## config.mk

```make
export PLATFORM = sky130hd
export DESIGN_NAME = dxt_block_decoder_unit
export DESIGN_NICKNAME = d
export VERILOG_FILES = /design/src/design/dxtbd_pkg.sv /design/src/design/dxtbd_palette.sv /design/src/design/dxtbd_lane.sv /design/src/design/dxtbd_merge.sv /design/src/design/dxt_block_decoder_unit.sv
export SDC_FILE = /design/constraint.sdc
export NUM_CORES = 2
export LEC_CHECK = 0
export BUFFER_PORTS_ARGS = -buffer_cell sky130_fd_sc_hd__buf_2
export CAP_MARGIN = 25
export CELL_PAD_IN_SITES_DETAIL_PLACEMENT = 1
export CELL_PAD_IN_SITES_GLOBAL_PLACEMENT = 2
export CORE_MARGIN = 5
export CORE_UTILIZATION = 45
export CTS_BUF_LIST = sky130_fd_sc_hd__clkbuf_8
export DETAILED_ROUTE_END_ITERATION = 8
export HOLD_SLACK_MARGIN = 0.06
export PLACE_DENSITY_LB_ADDON = 0.1
export SLEW_MARGIN = 20
export SYNTH_ARGS = -nofsm -noshare
export SYNTH_HDL_FRONTEND = slang
export SYNTH_SLANG_ARGS = --single-unit
```

## constraint.sdc

```tcl
create_clock -name clk_i -period 25 [get_ports clk_i]
set_input_delay 3.75 -clock clk_i [delete_from_list [all_inputs] [get_ports clk_i]]
set_output_delay 3.75 -clock clk_i [all_outputs]
set_load 0.02 [all_outputs]
```

## src/design/dxtbd_pkg.sv

```systemverilog
`default_nettype none
package dxtbd_pkg;

  // Largest image side in pixels.
  localparam int MaxDim = 4096;
  localparam int DimW = $clog2(MaxDim + 1);
  localparam int BlkW = $clog2(MaxDim) - 2;

  localparam int CfgDimW = 13;
  localparam int CfgIdxW = 2;
  localparam int CfgDataW = 13;
  localparam int CoordW = 12;

  localparam int Lanes = 16;
  localparam int LaneIdxW = $clog2(Lanes);

  localparam logic [CfgIdxW-1:0] CfgFormat = 2'd0;
  localparam logic [CfgIdxW-1:0] CfgWidth = 2'd1;
  localparam logic [CfgIdxW-1:0] CfgHeight = 2'd2;

  localparam logic [1:0] ModeDxt1 = 2'd0;
  localparam logic [1:0] ModeDxt3 = 2'd1;
  localparam logic [1:0] ModeDxt5 = 2'd2;

  typedef struct packed {
    logic [63:0] color_word;
    logic [63:0] alpha_word;
  } in_t;

  typedef struct packed {
    logic [CoordW-1:0] pixel_x;
    logic [CoordW-1:0] pixel_y;
    logic [7:0] red;
    logic [7:0] green;
    logic [7:0] blue;
    logic [7:0] alpha;
    logic has_transparency;
    logic last_of_block;
  } out_t;

  typedef struct packed {
    logic [3:0][7:0] r;
    logic [3:0][7:0] g;
    logic [3:0][7:0] b;
    logic three;
    logic [7:0][7:0] a;
  } pal_t;

  typedef struct packed {
    logic [7:0] r;
    logic [7:0] g;
    logic [7:0] b;
    logic [7:0] a;
    logic transp;
  } pix_t;

  typedef struct packed {
    pix_t [Lanes-1:0] pix;
    logic [Lanes-1:0] mask;
    logic clear;
    logic [BlkW-1:0] col;
    logic [BlkW-1:0] row;
  } blk_t;

  function automatic logic [DimW-1:0] clamp_dim(input logic [CfgDimW-1:0] d);
    logic [DimW-1:0] r;
    if (d == '0) begin
      r = DimW'(1);
    end else if (32'(d) > 32'(MaxDim)) begin
      r = DimW'(MaxDim);
    end else begin
      r = DimW'(d);
    end
    return r;
  endfunction

  // Division by small constants as reciprocal multiplies; exact over the
  // value ranges the palettes produce.
  function automatic logic [7:0] div3(input logic [9:0] x);
    logic [19:0] p;
    p = {10'd0, x} * 20'd683;
    return p[18:11];
  endfunction

  function automatic logic [7:0] div5(input logic [10:0] x);
    logic [23:0] p;
    p = {13'd0, x} * 24'd1639;
    return p[20:13];
  endfunction

  function automatic logic [7:0] div7(input logic [10:0] x);
    logic [22:0] p;
    p = {12'd0, x} * 23'd2341;
    return p[21:14];
  endfunction

endpackage
`default_nettype wire

```

## src/design/dxtbd_palette.sv

```systemverilog
`default_nettype none
module dxtbd_palette (
  input  wire logic [1:0]    mode_i,
  input  wire logic [15:0]   c0_i,
  input  wire logic [15:0]   c1_i,
  input  wire logic [7:0]    a0_i,
  input  wire logic [7:0]    a1_i,
  output dxtbd_pkg::pal_t    pal_o
);

  logic [2:0][7:0] e0;
  logic [2:0][7:0] e1;
  logic [10:0] t;

  always_comb begin
    // Endpoints expand by a plain left shift, channel order r, g, b.
    e0[0] = {c0_i[15:11], 3'b000};
    e0[1] = {c0_i[10:5], 2'b00};
    e0[2] = {c0_i[4:0], 3'b000};
    e1[0] = {c1_i[15:11], 3'b000};
    e1[1] = {c1_i[10:5], 2'b00};
    e1[2] = {c1_i[4:0], 3'b000};

    pal_o = '0;
    pal_o.three = (mode_i == dxtbd_pkg::ModeDxt1) && (c0_i <= c1_i);
    pal_o.r[0] = e0[0];
    pal_o.g[0] = e0[1];
    pal_o.b[0] = e0[2];
    pal_o.r[1] = e1[0];
    pal_o.g[1] = e1[1];
    pal_o.b[1] = e1[2];
    if (!pal_o.three) begin
      pal_o.r[2] = dxtbd_pkg::div3({1'b0, e0[0], 1'b0} + {2'b00, e1[0]} + 10'd1);
      pal_o.g[2] = dxtbd_pkg::div3({1'b0, e0[1], 1'b0} + {2'b00, e1[1]} + 10'd1);
      pal_o.b[2] = dxtbd_pkg::div3({1'b0, e0[2], 1'b0} + {2'b00, e1[2]} + 10'd1);
      pal_o.r[3] = dxtbd_pkg::div3({1'b0, e1[0], 1'b0} + {2'b00, e0[0]} + 10'd1);
      pal_o.g[3] = dxtbd_pkg::div3({1'b0, e1[1], 1'b0} + {2'b00, e0[1]} + 10'd1);
      pal_o.b[3] = dxtbd_pkg::div3({1'b0, e1[2], 1'b0} + {2'b00, e0[2]} + 10'd1);
    end else begin
      pal_o.r[2] = 8'(({1'b0, e0[0]} + {1'b0, e1[0]}) >> 1);
      pal_o.g[2] = 8'(({1'b0, e0[1]} + {1'b0, e1[1]}) >> 1);
      pal_o.b[2] = 8'(({1'b0, e0[2]} + {1'b0, e1[2]}) >> 1);
    end

    pal_o.a[0] = a0_i;
    pal_o.a[1] = a1_i;
    t = '0;
    if (a0_i > a1_i) begin
      for (int i = 1; i <= 6; i++) begin
        t = 11'(7 - i) * {3'b000, a0_i} + 11'(i) * {3'b000, a1_i} + 11'd3;
        pal_o.a[i + 1] = dxtbd_pkg::div7(t);
      end
    end else begin
      for (int i = 1; i <= 4; i++) begin
        t = 11'(5 - i) * {3'b000, a0_i} + 11'(i) * {3'b000, a1_i} + 11'd2;
        pal_o.a[i + 1] = dxtbd_pkg::div5(t);
      end
      pal_o.a[6] = 8'd0;
      pal_o.a[7] = 8'd255;
    end
  end

endmodule
`default_nettype wire

```

## src/design/dxtbd_lane.sv

```systemverilog
`default_nettype none
module dxtbd_lane (
  input  wire dxtbd_pkg::pal_t pal_i,
  input  wire logic [1:0]    mode_i,
  input  wire logic [1:0]    cidx_i,
  input  wire logic [3:0]    a4_i,
  input  wire logic [2:0]    aidx_i,
  output dxtbd_pkg::pix_t    pix_o
);

  always_comb begin
    pix_o.r = pal_i.r[cidx_i];
    pix_o.g = pal_i.g[cidx_i];
    pix_o.b = pal_i.b[cidx_i];
    unique case (mode_i)
      dxtbd_pkg::ModeDxt1: begin
        // In three-color mode the last entry is transparent black.
        if (pal_i.three && cidx_i == 2'd3) begin
          pix_o.r = 8'd0;
          pix_o.g = 8'd0;
          pix_o.b = 8'd0;
          pix_o.a = 8'd0;
          pix_o.transp = 1'b1;
        end else begin
          pix_o.a = 8'd255;
          pix_o.transp = 1'b0;
        end
      end
      dxtbd_pkg::ModeDxt3: begin
        pix_o.a = {a4_i, 4'b0000};
        pix_o.transp = (a4_i != 4'd15);
      end
      default: begin
        pix_o.a = pal_i.a[aidx_i];
        pix_o.transp = (pal_i.a[aidx_i] < 8'd240);
      end
    endcase
  end

endmodule
`default_nettype wire

```

## src/design/dxtbd_merge.sv

```systemverilog
`default_nettype none
module dxtbd_merge (
  input  wire logic        clk_i,
  input  wire logic        rst_ni,
  input  wire logic        blk_valid_i,
  input  wire dxtbd_pkg::blk_t blk_i,
  output logic             blk_take_o,
  output logic             out_valid_o,
  input  wire logic        out_stall_i,
  output dxtbd_pkg::out_t  out_data_o
);

  dxtbd_pkg::blk_t bank_q;
  logic [dxtbd_pkg::Lanes-1:0] mask_q, mask_d;
  logic [dxtbd_pkg::Lanes-1:0] low, rest;
  logic [dxtbd_pkg::LaneIdxW-1:0] idx;
  dxtbd_pkg::pix_t psel;
  logic seen_q, seen_d;
  logic out_valid_q;
  dxtbd_pkg::out_t out_q;
  logic pop, out_free;

  always_comb begin
    low = mask_q & (~mask_q + 1'b1);
    rest = mask_q & ~low;
    idx = '0;
    psel = '0;
    for (int k = 0; k < dxtbd_pkg::Lanes; k++) begin
      if (low[k]) begin
        idx = dxtbd_pkg::LaneIdxW'(k);
        psel = bank_q.pix[k];
      end
    end
    out_free = !out_valid_q || !out_stall_i;
    pop = (mask_q != '0) && out_free;
    // A new block may load in the cycle that sends the last word of the
    // previous one.
    blk_take_o = blk_valid_i && ((mask_q == '0) || (pop && rest == '0));

    if (blk_take_o) begin
      mask_d = blk_i.mask;
    end else if (pop) begin
      mask_d = rest;
    end else begin
      mask_d = mask_q;
    end

    if (blk_take_o && blk_i.clear) begin
      seen_d = 1'b0;
    end else begin
      seen_d = seen_q | (pop & psel.transp);
    end
  end

  always_ff @(posedge clk_i or negedge rst_ni) begin
    if (!rst_ni) begin
      mask_q <= '0;
      seen_q <= 1'b0;
      out_valid_q <= 1'b0;
    end else begin
      mask_q <= mask_d;
      seen_q <= seen_d;
      if (pop) begin
        out_valid_q <= 1'b1;
      end else if (!out_stall_i) begin
        out_valid_q <= 1'b0;
      end
    end
  end

  always_ff @(posedge clk_i) begin
    if (blk_take_o) begin
      bank_q <= blk_i;
    end
    if (pop) begin
      out_q.pixel_x <= dxtbd_pkg::CoordW'({bank_q.col, idx[1:0]});
      out_q.pixel_y <= dxtbd_pkg::CoordW'({bank_q.row, idx[3:2]});
      out_q.red <= psel.r;
      out_q.green <= psel.g;
      out_q.blue <= psel.b;
      out_q.alpha <= psel.a;
      out_q.has_transparency <= seen_q | psel.transp;
      out_q.last_of_block <= (rest == '0);
    end
  end

  assign out_valid_o = out_valid_q;
  assign out_data_o = out_q;

endmodule
`default_nettype wire

```

## src/design/dxt_block_decoder_unit.sv

```systemverilog
`default_nettype none
// DXT1/DXT3/DXT5 texture block decoder.
// Input channel (in_valid_i, in_stall_o, in_data_i): one 128-bit compressed
// 4x4 block per word, in raster block order across the image. Output channel
// (out_valid_o, out_stall_i, out_data_o): one decoded pixel per word with its
// image coordinates, in raster order within the block; pixels outside the
// configured width and height are dropped, and last_of_block marks the final
// pixel sent for a block. The configuration port writes the format code and
// the image size; write it only while the block is idle.
// The first pixel of a block is valid once the block has passed the input
// stage, the merge bank and the output register. Sixteen lanes decode a whole
// block in parallel, so throughput is set by the output port: one pixel per
// cycle while out_stall_i is low. The next block is taken while the current
// one is still being sent.
// Reset clears the block position, the sticky transparency flag and the
// pipeline, and sets DXT1 with a 4096 x 4096 image. While out_stall_i is high
// the current pixel holds; one further block waits in the input stage and
// then in_stall_o rises.
module dxt_block_decoder_unit (
  input  wire logic                            clk_i,
  input  wire logic                            rst_ni,
  input  wire logic                            in_valid_i,
  output logic                                 in_stall_o,
  input  wire dxtbd_pkg::in_t                  in_data_i,
  output logic                                 out_valid_o,
  input  wire logic                            out_stall_i,
  output dxtbd_pkg::out_t                      out_data_o,
  input  wire logic                            cfg_we_i,
  input  wire logic [dxtbd_pkg::CfgIdxW-1:0]   cfg_index_i,
  input  wire logic [dxtbd_pkg::CfgDataW-1:0]  cfg_data_i
);

  logic [1:0] mode_q;
  logic [dxtbd_pkg::CfgDimW-1:0] width_q, height_q;
  logic [dxtbd_pkg::DimW-1:0] w_cl, h_cl;
  logic [dxtbd_pkg::BlkW:0] bcols, brows;
  logic [dxtbd_pkg::BlkW-1:0] col_q, col_d, row_q, row_d;
  logic [dxtbd_pkg::BlkW:0] col_inc, row_inc;
  logic [dxtbd_pkg::Lanes-1:0] mask_d;
  logic in_accept;

  logic a_valid_q;
  dxtbd_pkg::in_t a_in_q;
  logic [1:0] a_mode_q;
  logic [dxtbd_pkg::Lanes-1:0] a_mask_q;
  logic a_clear_q;
  logic [dxtbd_pkg::BlkW-1:0] a_col_q, a_row_q;

  dxtbd_pkg::pal_t pal;
  dxtbd_pkg::pix_t [dxtbd_pkg::Lanes-1:0] lane_pix;
  dxtbd_pkg::blk_t blk;
  logic blk_take;

  always_ff @(posedge clk_i or negedge rst_ni) begin
    if (!rst_ni) begin
      mode_q <= dxtbd_pkg::ModeDxt1;
      width_q <= dxtbd_pkg::CfgDimW'(4096);
      height_q <= dxtbd_pkg::CfgDimW'(4096);
    end else if (cfg_we_i) begin
      unique case (cfg_index_i)
        dxtbd_pkg::CfgFormat: mode_q <= cfg_data_i[1:0];
        dxtbd_pkg::CfgWidth:  width_q <= cfg_data_i;
        dxtbd_pkg::CfgHeight: height_q <= cfg_data_i;
        default: ;
      endcase
    end
  end

  always_comb begin
    w_cl = dxtbd_pkg::clamp_dim(width_q);
    h_cl = dxtbd_pkg::clamp_dim(height_q);
    bcols = (dxtbd_pkg::BlkW + 1)'(((dxtbd_pkg::DimW + 1)'(w_cl) + 3) >> 2);
    brows = (dxtbd_pkg::BlkW + 1)'(((dxtbd_pkg::DimW + 1)'(h_cl) + 3) >> 2);

    col_inc = {1'b0, col_q} + 1'b1;
    row_inc = {1'b0, row_q} + 1'b1;
    col_d = col_q;
    row_d = row_q;
    if (in_accept) begin
      if (col_inc >= bcols) begin
        col_d = '0;
        row_d = (row_inc >= brows) ? '0 : row_inc[dxtbd_pkg::BlkW-1:0];
      end else begin
        col_d = col_inc[dxtbd_pkg::BlkW-1:0];
      end
    end

    // Pixel k sits at column col*4 + k%4 and row row*4 + k/4.
    for (int k = 0; k < dxtbd_pkg::Lanes; k++) begin
      mask_d[k] =
        ((dxtbd_pkg::DimW + 1)'({col_q, 2'(k % 4)}) < (dxtbd_pkg::DimW + 1)'(w_cl)) &&
        ((dxtbd_pkg::DimW + 1)'({row_q, 2'(k / 4)}) < (dxtbd_pkg::DimW + 1)'(h_cl));
    end
  end

  assign in_stall_o = a_valid_q && !blk_take;
  assign in_accept = in_valid_i && !in_stall_o;

  always_ff @(posedge clk_i or negedge rst_ni) begin
    if (!rst_ni) begin
      col_q <= '0;
      row_q <= '0;
      a_valid_q <= 1'b0;
    end else begin
      col_q <= col_d;
      row_q <= row_d;
      if (in_accept) begin
        a_valid_q <= 1'b1;
      end else if (blk_take) begin
        a_valid_q <= 1'b0;
      end
    end
  end

  always_ff @(posedge clk_i) begin
    if (in_accept) begin
      a_in_q <= in_data_i;
      a_mode_q <= mode_q;
      a_mask_q <= mask_d;
      a_clear_q <= (col_q == '0) && (row_q == '0);
      a_col_q <= col_q;
      a_row_q <= row_q;
    end
  end

  dxtbd_palette u_palette (
    .mode_i (a_mode_q),
    .c0_i   (a_in_q.color_word[15:0]),
    .c1_i   (a_in_q.color_word[31:16]),
    .a0_i   (a_in_q.alpha_word[7:0]),
    .a1_i   (a_in_q.alpha_word[15:8]),
    .pal_o  (pal)
  );

  for (genvar k = 0; k < dxtbd_pkg::Lanes; k++) begin : g_lane
    dxtbd_lane u_lane (
      .pal_i  (pal),
      .mode_i (a_mode_q),
      .cidx_i (a_in_q.color_word[32 + 2 * k +: 2]),
      .a4_i   (a_in_q.alpha_word[4 * k +: 4]),
      .aidx_i (a_in_q.alpha_word[16 + 3 * k +: 3]),
      .pix_o  (lane_pix[k])
    );
  end

  always_comb begin
    blk.pix = lane_pix;
    blk.mask = a_mask_q;
    blk.clear = a_clear_q;
    blk.col = a_col_q;
    blk.row = a_row_q;
  end

  dxtbd_merge u_merge (
    .clk_i       (clk_i),
    .rst_ni      (rst_ni),
    .blk_valid_i (a_valid_q),
    .blk_i       (blk),
    .blk_take_o  (blk_take),
    .out_valid_o (out_valid_o),
    .out_stall_i (out_stall_i),
    .out_data_o  (out_data_o)
  );

  a_take_needs_block: assert property (@(posedge clk_i) disable iff (!rst_ni)
    blk_take |-> a_valid_q)
    else $error("block taken from an empty input stage");

  a_empty_stage_no_stall: assert property (@(posedge clk_i) disable iff (!rst_ni)
    !a_valid_q |-> !in_stall_o)
    else $error("input stalled while the input stage is empty");

  a_opaque_alpha: assert property (@(posedge clk_i) disable iff (!rst_ni)
    out_valid_o && !out_data_o.has_transparency |-> out_data_o.alpha >= 8'd240)
    else $error("transparent pixel sent without the transparency flag");

  a_accept_fills_stage: assert property (@(posedge clk_i) disable iff (!rst_ni)
    in_accept |=> a_valid_q)
    else $error("accepted block did not reach the input stage");

endmodule
`default_nettype wire

```

==> metrics.csv <==
metric;value;unit
antenna_found_initial;5;
firstDrtPassIters;9;
core;182000;sq um
tritoncts;done;
vias_per_cell;6.45;
grt_pass1_vias;70500;
use_met2;0.542;
grt_pass1_wl;460;mm
cp.required;25680;ps
h-tree-depth;4;
first_iter_violations;5829;
grt_remaining_overflow;0;
finalHoldViolations;0;
cts_buffers;158;
wire_per_inst;30.0;microns
cap_viol_max_count;0;
cp_slowest_cell;mux4_2;
maxSlewViolCount;0;
crit_type;register to register;
post_cts_buffers;0;
clk_latency;980;ps
synth_top_area_cell;edfxtp_1;
clock_path_buffers;3;
ioPinCount;208;
die_w;438;microns
synth.most_common_cell;ha_1;
ctsHoldBuffers;0;
die_y;438;microns
cp-end-kind;register;
ys.flop_type;edfxtp_1;
drive_above_1_share;0.152;
synthCells;7634;
outcome;finished clean;
finalClockSkew;77.2;ps
syn_nets;9306;
synthDominantCellAreaShare;0.282;
grt_max_degree;81;
grtUsageTotal;0.319;
initial_core_util;0.451;
io_buffers;207;
die_area;191000;sq um
synth_seq_cells;840;
routed_wl;308;mm
critPathArrivalTime;10800;ps
fmax;0.0988;GHz
clock_sinks;840;
fin_crit;10120;ps
async_flop_share;0.0798;
busiest_layer;met2;
ys_seq_area_frac;0.303;
cpPeakStageDelay;630;ps
path_delay_family;adder cells;
use_met1;0.399;
synthDistinctLibCells;92;
vias;66200;
synth_common_cells;ha_1 (1183), edfxtp_1 (773), inv_1 (665), nand2_1 (468), clkbuf_1 (460);
root_buffer;clkbuf_8;
postCtsResizedCells;0;
rows;157;
slew_headroom;0.201;
syn-mean-instance-area;10.8;sq um
crit_path_frequent_cell;inv_1;
setup_viol;0;
synthTopCellsByArea;edfxtp_1 (28%), ha_1 (18%), mux4_2 (10%), fa_1 (8.3%), inv_1 (3.0%);
hpwl;229;mm
crit_buf_inv;8;
nets;9413;
hold_path.class;register to register;
gp_congestion;0.923;
synth-edff-count;773;
rsz0062_at_grt;no;
yosysWarnings;0;
fin_crit_sh;0.405;
tns;0;ps
syn_area;82300;sq um
critPathMaxFanout;30;
grt_util_met3;0.0508;
clk_pin_slew;70;ps
ant_nets;0;
drc;0;
tightestPinTransition;1200;ps
syn2layout_area_growth;9.20;%
cp-start-kind;register;
==> per-layer routing <==
| layer | up-vias | share of wire |
|---|---|---|
| li1 | 28900 | - |
| met1 | 33800 | 0.40 |
| met2 | 2794 | 0.48 |
| met3 | 766 | 0.069 |
| met4 | 2 | 0.051 |
| met5 | - | 0.000042 |
==> cells by family after synthesis <==
| kind of cell | Yosys count | share of synthesized area |
|---|---|---|
| compound gates | 1770 | 0.144 |
| fa+ha+maj | 1526 | 0.263 |
| simple gates | 1519 | 0.0863 |
| buf+inv | 1181 | 0.0540 |
| flops | 840 | 0.303 |
| mux | 528 | 0.121 |
| xor+xnor | 270 | 0.0291 |
==> state kept, by name, summed over array words and instances, names as in the netlist, 2 cells and up <==
signal,cells
mode_q,2
u_merge.bank_q,548
width_q,13
a_in_q,128
row_q,10
height_q,13
col_q,10
a_mask_q,16
u_merge.mask_q,16
a_mode_q,2
a_col_q,10
u_merge.out_data_o,58
a_row_q,10
==> stage by stage <==
step | setup WS, ps | cells | instance area, sq um | utilization | hold slack, ps
floorplan | 3530 | 7634 | 82300 | - | 396
global placement | 14980 | 9934 | 86300 | 0.473 | 402
detailed placement | 14950 | 9948 | 86400 | 0.474 | 406
finish | 14880 | 10300 | 89800 | 0.492 | 410
CTS | 14870 | 10200 | 89500 | 0.491 | 416
global route | 14260 | 10300 | 89800 | 0.492 | 429
==> placed cells by master, fill, tap and decap left out, types with 61 or more instances in the layout <==
cell type	netlist	routed
ha_1	1183	1183
edfxtp_1	773	773
inv_1	665	706
nand2_1	468	465
a21oi_1	439	435
nor2_1	443	430
mux4_2	364	364
fa_1	341	341
o21ai_0	328	323
buf_4	0	215
buf_2	1	209
xnor2_1	184	182
clkbuf_8	0	168
nor3_1	139	135
a21o_1	99	99
a221oi_1	96	96
a211oi_1	96	95
nand3_1	94	94
mux2i_1	97	92
xor2_1	84	84
o22ai_1	78	78
nand2b_1	70	70
a31oi_1	69	67
mux2_2	65	65
dfrtp_1	65	63
o31ai_1	67	62
o21a_1	63	61
==> layout make-up <==
type | instances | area [sq um]
diodes | 3 | 7.51
clock buffers | 168 | 2310
clock inverters | 122 | 793
fillers | 19700 | 92700
inverters | 677 | 2550
multi-input cells | 5613 | 53200
flip-flops and latches | 840 | 24900
well taps | 2385 | 2980
repair buffers | 451 | 3070
==> worst register-to-register path: cells and delay by family, from the launching register on <==
kind            cells  cell delay, ps
flops               1             330
mux                 2             840
buf+inv             8            1430
compound gates     10            2090
fa+ha+maj          10            3880
simple gates        3             710
xor+xnor            1             580
==> path summary, 6_finish.rpt <==
path / start / endpoint / slack, ps / cells past startpoint
worst max-delay path: a_in_q[1]$_DFFE_PP_ / u_merge.bank_q[103]$_DFFE_PP_ / 14880 / 34
min in group asynchronous: rst_ni / u_merge.mask_q[15]$_DFFE_PN0P_ / 2840 / 2
worst max register to register: a_in_q[1]$_DFFE_PP_ / u_merge.bank_q[103]$_DFFE_PP_ / 14880 / 34
worst min register to register: u_merge.bank_q[2]$_DFFE_PP_ / u_merge.out_data_o[38]$_DFFE_PP_ / 410 / 0
max in group asynchronous: rst_ni / width_q[12]$_DFFE_PN1P_ / 21500 / 3
worst min-delay path: u_merge.bank_q[2]$_DFFE_PP_ / u_merge.out_data_o[38]$_DFFE_PP_ / 410 / 0
Power is not shown: default switching activity piles up to over one toggle a cycle in this logic, so the estimate is an artifact.
